### config.mk
export PLATFORM = sky130hd
export DESIGN_NAME = sequence_loop_walker_top
export DESIGN_NICKNAME = d
export VERILOG_FILES = /design/src/hw/rtl/slw_pkg.sv /design/src/hw/rtl/sequence_loop_walker_top.sv
export SDC_FILE = /design/constraint.sdc
export NUM_CORES = 1
export LEC_CHECK = 0
export BUFFER_PORTS_ARGS = -buffer_cell sky130_fd_sc_hd__buf_2
export CAP_MARGIN = 10
export CORE_MARGIN = 4
export CORE_UTILIZATION = 45
export DETAILED_ROUTE_END_ITERATION = 10
export GPL_ROUTABILITY_DRIVEN = 0
export PLACE_DENSITY = 0.61
export SLEW_MARGIN = 10
export SYNTH_ARGS = -nofsm -noshare
export SYNTH_HDL_FRONTEND = slang
export SYNTH_SLANG_ARGS = --single-unit
### constraint.sdc
create_clock -name aclk -period 10.95 [get_ports aclk]
set_input_delay 2.19 -clock aclk [delete_from_list [all_inputs] [get_ports aclk]]
set_output_delay 2.19 -clock aclk [all_outputs]
set_load 0.02 [all_outputs]
### src/hw/rtl/slw_pkg.sv
package slw_pkg;

    // Field widths fixed by the track format.
    localparam int START_W    = 20;
    localparam int END_W      = 21;
    localparam int OUT_ADDR_W = 20;
    localparam int TICK_W     = 32;
    localparam int BYTE_W     = 8;
    localparam int REP_W      = 16;
    localparam int MEAS_W     = 9;
    localparam int CFG_IDX_W  = 1;
    localparam int IN_DATA_W  = 32;
    localparam int OUT_DATA_W = 112;

    // Register indexes on the configuration port.
    localparam logic [CFG_IDX_W-1:0] REG_TRACK_START = 1'b0;
    localparam logic [CFG_IDX_W-1:0] REG_TRACK_END   = 1'b1;

    // Control command bytes.
    localparam logic [BYTE_W-1:0] CMD_LOOP_END    = 8'hF8;
    localparam logic [BYTE_W-1:0] CMD_LOOP_START  = 8'hF9;
    localparam logic [BYTE_W-1:0] CMD_REPEAT      = 8'hFC;
    localparam logic [BYTE_W-1:0] CMD_MEASURE_END = 8'hFD;
    localparam logic [BYTE_W-1:0] CMD_TRACK_END   = 8'hFE;

    localparam logic [START_W-1:0] START_RESET = 20'd16;
    localparam logic [END_W-1:0]   END_RESET   = 21'd0;
    localparam logic [MEAS_W-1:0]  NO_MEASURE  = 9'h1FF;
    localparam logic [BYTE_W-1:0]  HEADER_SIZE = 8'h08;
    localparam logic [BYTE_W-1:0]  WORD_SIZE   = 8'h04;
    localparam logic [BYTE_W-1:0]  REPEAT_BIAS = 8'h24;

endpackage

### src/hw/rtl/sequence_loop_walker_top.sv
// Channel  | Direction | tdata (lowest bit up)                           | tuser
// ---------+-----------+-------------------------------------------------+---------
// s_       | in        | cmd_type, delay_byte, param_one, param_two      | restart
// m_       | out       | next_addr, finished, tick_total, loop_offset,   | -
//          |           | loop_tick_mark, zero fill to 112 bits           |
// cfg_     | in        | cfg_wdata: track_start_addr or track_end_addr   | -
//
// Each beat passes an input register and a result register. Its result is
// loaded into the result register as it leaves the input register, which
// waits while a held result is not taken. A new beat is taken every cycle while
// m_tready stays high. In a fetch loop the next command word is read at
// next_addr, so the item rate is set by the memory read round trip.
// aresetn is synchronous and active low; the block comes out of reset
// finished, so commands before the first restart only repeat the state.
// When m_tready is low the result holds and one more beat is still taken
// into the input register; s_tready then drops until the result moves on.
module sequence_loop_walker_top #(
    parameter int LOOP_DEPTH = 8,
    parameter int ADDR_BITS  = 20
) (
    input  logic                           aclk,
    input  logic                           aresetn,
    // Configuration write port.
    input  logic                           cfg_we,
    input  logic [slw_pkg::CFG_IDX_W-1:0]  cfg_index,
    input  logic [slw_pkg::END_W-1:0]      cfg_wdata,
    // Command beats.
    input  logic                           s_tvalid,
    output logic                           s_tready,
    input  logic [slw_pkg::IN_DATA_W-1:0]  s_tdata,  // cmd_type, delay_byte, param_one, param_two
    input  logic                           s_tuser,  // restart
    // Result beats.
    output logic                           m_tvalid,
    input  logic                           m_tready,
    output logic [slw_pkg::OUT_DATA_W-1:0] m_tdata   // next_addr, finished, tick_total,
                                                     // loop_offset, loop_tick_mark, zeros
);

    import slw_pkg::*;

    localparam int AW = ADDR_BITS;
    // Wide enough for every sum and compare against the 21-bit end address.
    localparam int XW = ((ADDR_BITS > END_W) ? ADDR_BITS : END_W) + 1;
    localparam int DW = $clog2(LOOP_DEPTH + 1);
    localparam int IW = (LOOP_DEPTH > 1) ? $clog2(LOOP_DEPTH) : 1;
    localparam int PAD_W = OUT_DATA_W - (2 * OUT_ADDR_W + 2 * TICK_W + 1);

    // Configuration registers.
    logic [START_W-1:0] start_reg;
    logic [END_W-1:0]   end_reg;

    always_ff @(posedge aclk) begin
        if (!aresetn) begin
            start_reg <= START_RESET;
            end_reg   <= END_RESET;
        end else if (cfg_we) begin
            case (cfg_index)
                REG_TRACK_START: start_reg <= cfg_wdata[START_W-1:0];
                REG_TRACK_END:   end_reg   <= cfg_wdata;
                default:         end_reg   <= end_reg;
            endcase
        end
    end

    // Input register.
    logic              in_valid_reg;
    logic              in_restart_reg;
    logic [BYTE_W-1:0] in_cmd_reg;
    logic [BYTE_W-1:0] in_delay_reg;
    logic [BYTE_W-1:0] in_p1_reg;
    logic [BYTE_W-1:0] in_p2_reg;

    // Result register.
    logic                  out_valid_reg;
    logic [OUT_DATA_W-1:0] out_data_reg;

    logic fire;
    logic s_accept;

    assign fire     = in_valid_reg && (!out_valid_reg || m_tready);
    assign s_tready = !in_valid_reg || fire;
    assign s_accept = s_tvalid && s_tready;
    assign m_tvalid = out_valid_reg;
    assign m_tdata  = out_data_reg;

    always_ff @(posedge aclk) begin
        if (!aresetn) begin
            in_valid_reg <= 1'b0;
        end else if (s_accept) begin
            in_valid_reg <= 1'b1;
        end else if (fire) begin
            in_valid_reg <= 1'b0;
        end
    end

    always_ff @(posedge aclk) begin
        if (s_accept) begin
            in_restart_reg <= s_tuser;
            in_cmd_reg     <= s_tdata[7:0];
            in_delay_reg   <= s_tdata[15:8];
            in_p1_reg      <= s_tdata[23:16];
            in_p2_reg      <= s_tdata[31:24];
        end
    end

    // Walker state.
    logic [AW-1:0]     pos_reg,       pos_next;
    logic [AW-1:0]     ret_reg,       ret_next;
    logic [MEAS_W-1:0] meas_reg,      meas_next;
    logic [DW-1:0]     depth_reg,     depth_next;
    logic [TICK_W-1:0] tick_reg,      tick_next;
    logic [AW-1:0]     loop_off_reg,  loop_off_next;
    logic [TICK_W-1:0] loop_tick_reg, loop_tick_next;
    logic              done_reg,      done_next;

    // Loop frames; only frames below the depth are ever read.
    logic [AW-1:0]     stack_parent_reg [LOOP_DEPTH];
    logic [AW-1:0]     stack_pos_reg    [LOOP_DEPTH];
    logic [TICK_W-1:0] stack_tick_reg   [LOOP_DEPTH];
    logic [BYTE_W-1:0] stack_count_reg  [LOOP_DEPTH];

    logic [DW-1:0]     depth_m1;
    logic [IW-1:0]     top_idx;
    logic [IW-1:0]     push_idx;
    logic [BYTE_W-1:0] cnt_inc;
    logic [XW-1:0]     end_x;
    logic [XW-1:0]     first_x;
    logic [XW-1:0]     advanced_x;
    logic [XW-1:0]     rep_x;
    logic [AW-1:0]     advanced;
    logic [REP_W-1:0]  rep;
    logic              push_en;
    logic              cnt_we;

    assign depth_m1   = depth_reg - DW'(1);
    assign top_idx    = depth_m1[IW-1:0];
    assign push_idx   = depth_reg[IW-1:0];
    assign cnt_inc    = stack_count_reg[top_idx] + 8'd1;
    assign end_x      = XW'(end_reg);
    assign first_x    = XW'(start_reg) + XW'(HEADER_SIZE);
    assign advanced_x = XW'(pos_reg) + XW'(WORD_SIZE);
    assign advanced   = advanced_x[AW-1:0];
    assign rep        = {in_p2_reg, in_p1_reg};
    assign rep_x      = XW'(start_reg) + XW'(rep) - XW'(REPEAT_BIAS);

    always_comb begin
        pos_next       = pos_reg;
        ret_next       = ret_reg;
        meas_next      = meas_reg;
        depth_next     = depth_reg;
        tick_next      = tick_reg;
        loop_off_next  = loop_off_reg;
        loop_tick_next = loop_tick_reg;
        done_next      = done_reg;
        push_en        = 1'b0;
        cnt_we         = 1'b0;

        if (in_restart_reg) begin
            pos_next       = first_x[AW-1:0];
            ret_next       = '0;
            meas_next      = NO_MEASURE;
            depth_next     = '0;
            tick_next      = '0;
            loop_off_next  = '0;
            loop_tick_next = '0;
            done_next      = (first_x >= end_x);
        end else if (!done_reg) begin
            // Step over this word; a carry out of the address counts as past the end.
            pos_next = advanced;
            if (advanced_x[AW] || (XW'(advanced) >= end_x)) begin
                done_next = 1'b1;
            end

            case (in_cmd_reg)
                CMD_LOOP_END: begin
                    if (depth_reg != '0) begin
                        depth_next = depth_m1;
                        cnt_we     = 1'b1;
                        if (in_delay_reg == '0) begin
                            // Infinite loop: the walk ends and the loop point is kept.
                            loop_off_next  = stack_pos_reg[top_idx];
                            loop_tick_next = stack_tick_reg[top_idx];
                            done_next      = 1'b1;
                        end else if (cnt_inc < in_delay_reg) begin
                            ret_next   = stack_parent_reg[top_idx];
                            depth_next = depth_reg;
                            pos_next   = stack_pos_reg[top_idx];
                            done_next  = (XW'(stack_pos_reg[top_idx]) >= end_x);
                        end
                    end
                end
                CMD_LOOP_START: begin
                    // A full stack, or a restart of the loop already on top, leaves the stack unchanged.
                    if (depth_reg < DW'(LOOP_DEPTH)) begin
                        if (!((depth_reg != '0) && (stack_pos_reg[top_idx] == advanced))) begin
                            push_en    = 1'b1;
                            depth_next = depth_reg + DW'(1);
                        end
                    end
                end
                CMD_REPEAT: begin
                    // The measure that is already repeating is not entered again.
                    if ({1'b0, in_delay_reg} != meas_reg) begin
                        if (ret_reg == '0) begin
                            ret_next = advanced;
                        end
                        meas_next = {1'b0, in_delay_reg};
                        pos_next  = rep_x[AW-1:0];
                        done_next = (XW'(rep_x[AW-1:0]) >= end_x);
                    end
                end
                CMD_MEASURE_END: begin
                    if (ret_reg != '0) begin
                        ret_next  = '0;
                        meas_next = NO_MEASURE;
                        pos_next  = ret_reg;
                        done_next = (XW'(ret_reg) >= end_x);
                    end
                end
                CMD_TRACK_END: begin
                    done_next = 1'b1;
                end
                default: begin
                    tick_next = tick_reg + TICK_W'(in_delay_reg);
                end
            endcase
        end
    end

    always_ff @(posedge aclk) begin
        if (!aresetn) begin
            pos_reg       <= '0;
            ret_reg       <= '0;
            meas_reg      <= NO_MEASURE;
            depth_reg     <= '0;
            tick_reg      <= '0;
            loop_off_reg  <= '0;
            loop_tick_reg <= '0;
            done_reg      <= 1'b1;
        end else if (fire) begin
            pos_reg       <= pos_next;
            ret_reg       <= ret_next;
            meas_reg      <= meas_next;
            depth_reg     <= depth_next;
            tick_reg      <= tick_next;
            loop_off_reg  <= loop_off_next;
            loop_tick_reg <= loop_tick_next;
            done_reg      <= done_next;
        end
    end

    always_ff @(posedge aclk) begin
        if (fire && push_en) begin
            stack_parent_reg[push_idx] <= ret_reg;
            stack_pos_reg[push_idx]    <= advanced;
            stack_tick_reg[push_idx]   <= tick_reg;
            stack_count_reg[push_idx]  <= '0;
        end
        if (fire && cnt_we) begin
            stack_count_reg[top_idx] <= cnt_inc;
        end
    end

    // Result register.
    always_ff @(posedge aclk) begin
        if (!aresetn) begin
            out_valid_reg <= 1'b0;
        end else if (fire) begin
            out_valid_reg <= 1'b1;
        end else if (m_tready) begin
            out_valid_reg <= 1'b0;
        end
    end

    always_ff @(posedge aclk) begin
        if (fire) begin
            out_data_reg <= {{PAD_W{1'b0}}, loop_tick_next, OUT_ADDR_W'(loop_off_next),
                             tick_next, done_next, OUT_ADDR_W'(pos_next)};
        end
    end

    // The loop stack never grows past its depth.
    a_depth_bound: assert property (@(posedge aclk) disable iff (!aresetn)
        depth_reg <= DW'(LOOP_DEPTH))
        else $error("loop stack depth out of range");

    // A command taken after the walk ended leaves the walk untouched.
    a_done_holds: assert property (@(posedge aclk) disable iff (!aresetn)
        (fire && !in_restart_reg && done_reg) |=>
            ($stable(tick_reg) && $stable(pos_reg) && $stable(depth_reg) && done_reg))
        else $error("state changed after the walk finished");

    // A restart clears the stack, the pending return and the tick count.
    a_restart_clears: assert property (@(posedge aclk) disable iff (!aresetn)
        (fire && in_restart_reg) |=>
            ((depth_reg == '0) && (ret_reg == '0) && (tick_reg == '0)))
        else $error("restart left stale walk state");

    // Input backpressure only comes from a held result with a full input register.
    a_ready_cause: assert property (@(posedge aclk) disable iff (!aresetn)
        !s_tready |-> (in_valid_reg && m_tvalid && !m_tready))
        else $error("input stalled without downstream backpressure");

endmodule
# After elaboration in Yosys (flattened, before gate mapping)
# Memories as Yosys holds them, arrays and structs flattened.
# Index checks and enable logic that the tools add are counted.
[classes] bitwise_logic=1 n_mul=0 n_lt_le_gt_ge=7 eq_ne=17 mux=72 div=0 n_addsub=8 reduce_logical=26 shifts=0
[ops] cell="$mux 20" n=20
[ops] cell="$mux 32" n=8
[ops] cell="$pmux 20 s3" n=2
[ops] cell="$ge 20x21->1" n=4
[ops] cell="$eq 8x8->1 const B" n=5
[ops] cell="$mux 9" n=4
[ops] cell="$add 32x8->32" n=1
[ops] cell="$mux 4" n=7
[ops] cell="$mux 1" n=26
[ops] cell="$ne 3x3->1 const B" n=8
[ops] cell="$add 20x3->21 const B" n=1
[ops] cell="$add 20x4->21 const B" n=1
[ops] cell="$ge 21x21->1" n=1
[ops] cell="$add 20x16->20" n=1
[ops] cell="$eq 20x20->1" n=1
[ops] cell="$logic_not 20->1" n=1
[ops] cell="$reduce_bool 20->1" n=1
[ops] cell="$sub 20x6->20 const B" n=1
[ops] cell="$pmux 9 s2" n=1
[ops] cell="$ne 8x9->1" n=1
[ops] cell="$reduce_and 9->1" n=1
[ops] cell="$add 8x1->8 const B" n=1
[ops] cell="$logic_not 8->1" n=1
[ops] cell="$lt 8x8->1" n=1
[ops] cell="21 further kinds" n=32
[word_totals] regBits=319 n_memories=4 mem_bits_ro=0 ramBits=640 in_bits=60 latchBits=0 out_inout_bits=114
[mem_list] memory="stack_tick_reg" depth=8 width=32 rd=1 rd_ports_with_merged_regs=0 wr=1 line="sequence_loop_walker_top.sv:119" source="logic [TICK_W-1:0] stack_tick_reg [LOOP_DEPTH];"
[mem_list] memory="stack_parent_reg" depth=8 width=20 rd=1 rd_ports_with_merged_regs=0 wr=1 line="sequence_loop_walker_top.sv:117" source="logic [AW-1:0] stack_parent_reg [LOOP_DEPTH];"
[mem_list] memory="stack_pos_reg" depth=8 width=20 rd=1 rd_ports_with_merged_regs=0 wr=1 line="sequence_loop_walker_top.sv:118" source="logic [AW-1:0] stack_pos_reg [LOOP_DEPTH];"
[mem_list] memory="stack_count_reg" depth=8 width=8 rd=1 rd_ports_with_merged_regs=0 wr=1 line="sequence_loop_walker_top.sv:120" source="logic [BYTE_W-1:0] stack_count_reg [LOOP_DEPTH];"

# Logic depth before layout (Yosys ltp)
# An unclocked memory read counts as a cell.
[depth] word_depth=13 depth_mapped=31

# Worst setup path before layout
# Ideal clock, no wire load.
[synth_timing] path_type="register -> register" startpoint="register depth_reg[0]" endpoint="memory stack_count_reg[1][0] (enable)" path_buffers=10 setup_ps=375 setup_slack_ps=3090 synth_period_minus_slack_ps=7860 arrival_time_ps=7486 path_stages_with_launch=22 path_cell_list="dfxtp_1 > buf_6 > buf_12 > buf_6 > buf_4 > buf_2 > buf_4 > buf_1 > inv_1 > ha_1 > buf_2 > buf_2 > buf_2 > mux4_2 > mux2i_1 > xnor2_1 > nor4_1 > nand4b_1 > o31a_1 > nand4_2 > nor3_2 > o21bai_1"
[synth_via] elab_chain_cells=13
[synth_rtl] element="from (decl)" line="sequence_loop_walker_top.sv:110" source="logic [DW-1:0] depth_reg, depth_next;"
[synth_rtl] element="from (signal assigned)" line="sequence_loop_walker_top.sv:244" source="depth_reg <= depth_next;"
[synth_rtl] element="$sub 4x1->4" line="sequence_loop_walker_top.sv:135" source="assign depth_m1 = depth_reg - DW'(1);"
[synth_rtl] element="$mem_v2 8x20"
[synth_rtl] element="$eq 20x20->1" line="sequence_loop_walker_top.sv:195" source="if (!((depth_reg != '0) && (stack_pos_reg[top_idx] == advanced))) begin"
[synth_rtl] element="$logic_and 1x1->1" line="sequence_loop_walker_top.sv:195"
[synth_rtl] element="$mux 1" line="sequence_loop_walker_top.sv:195"
[synth_rtl] element="$mux 1" line="sequence_loop_walker_top.sv:194" source="if (depth_reg < DW'(LOOP_DEPTH)) begin"
[synth_rtl] element="$mux 1" line="sequence_loop_walker_top.sv:174" source="case (in_cmd_reg)"
[synth_rtl] element="$mux 1" line="sequence_loop_walker_top.sv:167" source="end else if (!done_reg) begin"
[synth_rtl] element="$mux 1" line="sequence_loop_walker_top.sv:158" source="if (in_restart_reg) begin"
[synth_rtl] element="$logic_and 1x1->1" line="sequence_loop_walker_top.sv:253" source="if (fire && push_en) begin"
[synth_rtl] element="$mux 1" line="sequence_loop_walker_top.sv:253"
[synth_rtl] element="$mux 1 (not written as such)" line="sequence_loop_walker_top.sv:257" source="stack_count_reg[push_idx] <= '0;"
[synth_rtl] element="$mux 1 (no line)"
[synth_rtl] element="to (decl)" line="sequence_loop_walker_top.sv:120"
# Several ways; a longest one is shown, not always the timed one.

# Worst setup path after layout
[layout_timing] startpoint="register depth_reg[0]" endpoint="memory stack_pos_reg[1][2] (netlist name) (enable)"
[layout_via] elab_chain_cells=12
[layout_rtl] element="$sub 4x1->4" line="sequence_loop_walker_top.sv:135"
[layout_rtl] element="$mem_v2 8x20"
[layout_rtl] element="$eq 20x20->1" line="sequence_loop_walker_top.sv:195"
[layout_rtl] element="$logic_and 1x1->1" line="sequence_loop_walker_top.sv:195"
[layout_rtl] element="$mux 1" line="sequence_loop_walker_top.sv:195"
[layout_rtl] element="$mux 1" line="sequence_loop_walker_top.sv:194"
[layout_rtl] element="$mux 1" line="sequence_loop_walker_top.sv:174"
[layout_rtl] element="$mux 1" line="sequence_loop_walker_top.sv:167"
[layout_rtl] element="$mux 1" line="sequence_loop_walker_top.sv:158"
[layout_rtl] element="$logic_and 1x1->1" line="sequence_loop_walker_top.sv:253"
[layout_rtl] element="$mux 1" line="sequence_loop_walker_top.sv:253"
[layout_rtl] element="$mux 1 (not written as such)" line="sequence_loop_walker_top.sv:255" source="stack_pos_reg[push_idx] <= advanced;"
[layout_rtl] element="to (decl)" line="sequence_loop_walker_top.sv:118"
# Several ways; a longest one is shown, not always the timed one.

==> flow_summary.ini <==
[detailed_routing]
antenna_left = 0
detailedRoute.firstIterationViolations = 3051
drc_errors = 0
drt-total-wl_microns = 120400
drt-vias-per-instance = 5.987
dr_vias = 28070
wl_per_cell_microns = 25.69
drt_pre_antenna_iters = 10

[timing]
achievable-frequency_mhz = 137.9
min_period_over_period_pct = 66.22
max_slew.worst_pin.slew_ns = 1.302
timing.max_slew.rel_slack_pct = 13.08
post-route-min-period_ns = 7.251
report.final.slew_viol_count = 0
rsz0062_at_grt = no
final_hold_viols = 0
fin_tns_setup_ns = 0
setup_viol_count_final = 0
setup_skew_ns = 0.04813

[clock_network]
clockRootBuffer = sky130_fd_sc_hd__clkbuf_16
tritoncts = yes
cts_setup_buffers = 0
cts.reportedPaths.clkPinSlew_ns = 0.06
number_of_h_tree_branching_levels = 3
cts_hold_buf = 0
max-clock-path-buffers = 3
clk-insertion-delay-late_ns = 0.69
numClockSinks = 959
cts-buffers-inserted = 101
cts_repair_resize_count = 0

[setup_path]
cp.required_ns = 11.26
crit_fanout = 53
worst_setup_path_end_kind = flop
worst_ep_arrival_time_ns = 7.56
cpMostUsedCell = sky130_fd_sc_hd__buf_4
critical_path.slowest_cell = sky130_fd_sc_hd__xor2_4
cp-start-kind = flop
number_of_buffers_and_inverters_on_the_critical_path = 5
worst_path_largest_cell_delay_ns = 1.01
path_class = flop to flop
worst_path_dominant_cell_family = buffers and inverters
ordered_list_of_cells_on_the_worst_path = inv_1 -> ha_4 -> xor2_4 -> buf_4 -> buf_12 -> mux2_2 -> xnor3_1 -> o2111ai_1 -> nand4b_1 -> o31a_1 -> nand4_2 -> nor3_4 -> buf_4 -> buf_4

[floorplanning]
initial_core_util_pct = 45.30
chip_height_microns = 319.6
design.core.area_sq_um = 96420
top_level_ports = 174
row_count = 114
full_die_area_sq_um = 102100
die_x_microns = 319.6

[grt]
grt_first_pass_wirelength_microns = 179300
grt_start_max_net_pins = 110
first_global_vias = 27990
antenna_found_initial = 2
globalRoute.totalOverflow = 0
grt_util_all_layers_pct = 23.12

[yosys]
number_of_flip_flops_and_latches_in_the_synthesized_netlist = 959
post_synth_num_cell_types = 86
yosys_warnings = 0
synth_enable_flop_cells = 778
yosys_most_used_dff = sky130_fd_sc_hd__edfxtp_1
avgSynthCellArea_sq_um = 13.84
netlist_instances = 3156
synth_seq_area_share_pct = 61.78
ys_async_sr_fraction_pct = 0
synthesis.area_sq_um = 43680

[power]
worst_ir_drop_vdd_uv = 123.7
leakage_dissipation_nw = 17.72
pwr_density_cell_nw_per_um2 = 167.6

[final_layout]
layout-drive-gt1-share_pct = 16.76
most-common-layout-cells = sky130_fd_sc_hd__edfxtp_1 (778), sky130_fd_sc_hd__nand2_1 (322), sky130_fd_sc_hd__nor2_1 (180), sky130_fd_sc_hd__dfxtp_1 (180), sky130_fd_sc_hd__buf_2 (165)
finalNonFillerCells = 4688
n_fill_cell = 8153
design.final.nets = 3543
regArea_sq_um = 26990
area_of_the_multi_input_gates_sq_um = 15530
antenna_cells = 0
largest_register_ffs = 256
area_growth_pct = 13.19
layout.cells.most_common = sky130_fd_sc_hd__edfxtp_1

[worst_hold_path]
worst_hold_path_type = flop to flop

[placed_design]
place.port_buffers = 166
post-dp-hpwl_microns = 78840
place.detailed.instances = 4496

[run]
max_cap_viol_count = 0

[outcome]
run_status = finished clean
## through the flow
step / power (W) / cell area [sq um] / util (%) / hold slack [ns] / setup slack, ns
floorplan: 0.004592 / 43700 / - / 0.4354 / 3.090
global placement: 0.004846 / 46010 / 47.72 / 0.4413 / 3.797
detailed placement: 0.004863 / 46020 / 47.73 / 0.4501 / 3.656
CTS: 0.008324 / 49440 / 51.28 / 0.4608 / 3.654
global route: 0.008561 / 49440 / 51.28 / 0.4823 / 3.398
finish: 0.008284 / 49440 / 51.28 / 0.4584 / 3.699
## kinds of logic (layout without fill, tap and decap cells)
| kind of cell | after synthesis | in the layout | share of synthesized area [%] |
|---|---|---|---|
| flip-flops | 959 | 959 | 61.78 |
| AND/OR/NAND/NOR | 741 | 741 | 7.689 |
| AO/OA/AOI/OAI | 626 | 626 | 9.937 |
| buffers and inverters | 313 | 563 | 2.973 |
| multiplexers | 242 | 242 | 10.36 |
| adder cells (fa/ha/maj) | 160 | 160 | 4.618 |
| XOR/XNOR | 114 | 114 | 2.633 |
| other | 1 | 7 | 0.008586 |
## worst reg2reg max path: stages, from the launching register on
cell	delay, ns
sky130_fd_sc_hd__dfxtp_4	0.94
sky130_fd_sc_hd__inv_1	0.32
sky130_fd_sc_hd__ha_4	0.28
sky130_fd_sc_hd__xor2_4	1.01
sky130_fd_sc_hd__buf_4	0.45
sky130_fd_sc_hd__buf_12	0.37
sky130_fd_sc_hd__mux2_2	0.50
sky130_fd_sc_hd__xnor3_1	0.24
sky130_fd_sc_hd__o2111ai_1	0.10
sky130_fd_sc_hd__nand4b_1	0.25
sky130_fd_sc_hd__o31a_1	0.35
sky130_fd_sc_hd__nand4_2	0.41
sky130_fd_sc_hd__nor3_4	0.39
sky130_fd_sc_hd__buf_4	0.57
sky130_fd_sc_hd__buf_4	0.69
## worst paths after layout
path                     startpoint                  end  slack [ns]  depth (start not counted)
setup / recovery       depth_reg[0]  stack_pos_reg[1][2]        3.70                         14
hold / removal    loop_tick_reg[23]    loop_tick_reg[23]        0.46                          2
setup reg to reg       depth_reg[0]  stack_pos_reg[1][2]        3.70                         14
hold reg to reg   loop_tick_reg[23]    loop_tick_reg[23]        0.46                          2
## metal layers
metal  vias to the layer above  track usage [%]  part of all wire (%)  wire (microns)
met1                     14150            32.44                    42           50350
li1                      12360                -                     -               -
met2                      1307            36.68                    46           55660
met4                         2            6.586                   3.1            3710
met3                       245            4.904                   8.9           10690
met5                         -                0                 0.011              13
## final cells by class
class | instances | area share [%]
flip-flops and latches | 959 | 54.59
multi-input cells | 1890 | 31.42
clock buffers | 138 | 5.722
well taps | 1276 | 3.229
repair buffers | 229 | 2.751
clock inverters | 54 | 1.194
inverters | 142 | 1.093
## report_power, final
group	switching, W	total (W)	internal [W]
Combinational	0.000484	0.000773	0.000289
Clock	0.00147	0.00348	0.00202
Sequential	0.0000649	0.00403	0.00396
## synth_stat cells (all sizes together) (7+ instances only)
library cell  number  area (sq um)
a211oi            69         523.0
a21boi           118         885.8
a21o              37         277.8
a21oi            119         595.6
a221oi            12         111.4
a31oi             21         131.4
a32o               7         70.07
and2              18         112.6
and3              21         131.4
buf               55         327.8
clkbuf           116         437.9
dfxtp            181          3623
edfxtp           778         23360
ha               158          1977
inv              142         533.0
mux2               7         82.57
mux2i             75         763.2
mux4             160          3679
nand2            323          1215
nand2b            11         68.82
nand3             34         170.2
nand4             27         181.4
nor2             187         701.9
nor2b             14         87.58
nor3              41         215.2
nor3b              7         52.55
nor4              20         137.6
o211a             24         240.2
o211ai             8         60.06
o21a              15         112.6
o21ai             97         485.5
o21bai            14         116.4
o221ai            15         131.4
o31ai             10         75.07
or3               22         142.6
xnor2             68         595.6
xnor3             11         247.7
xor2              35         306.5
No activity file was read; power rests on OpenSTA's default activity.
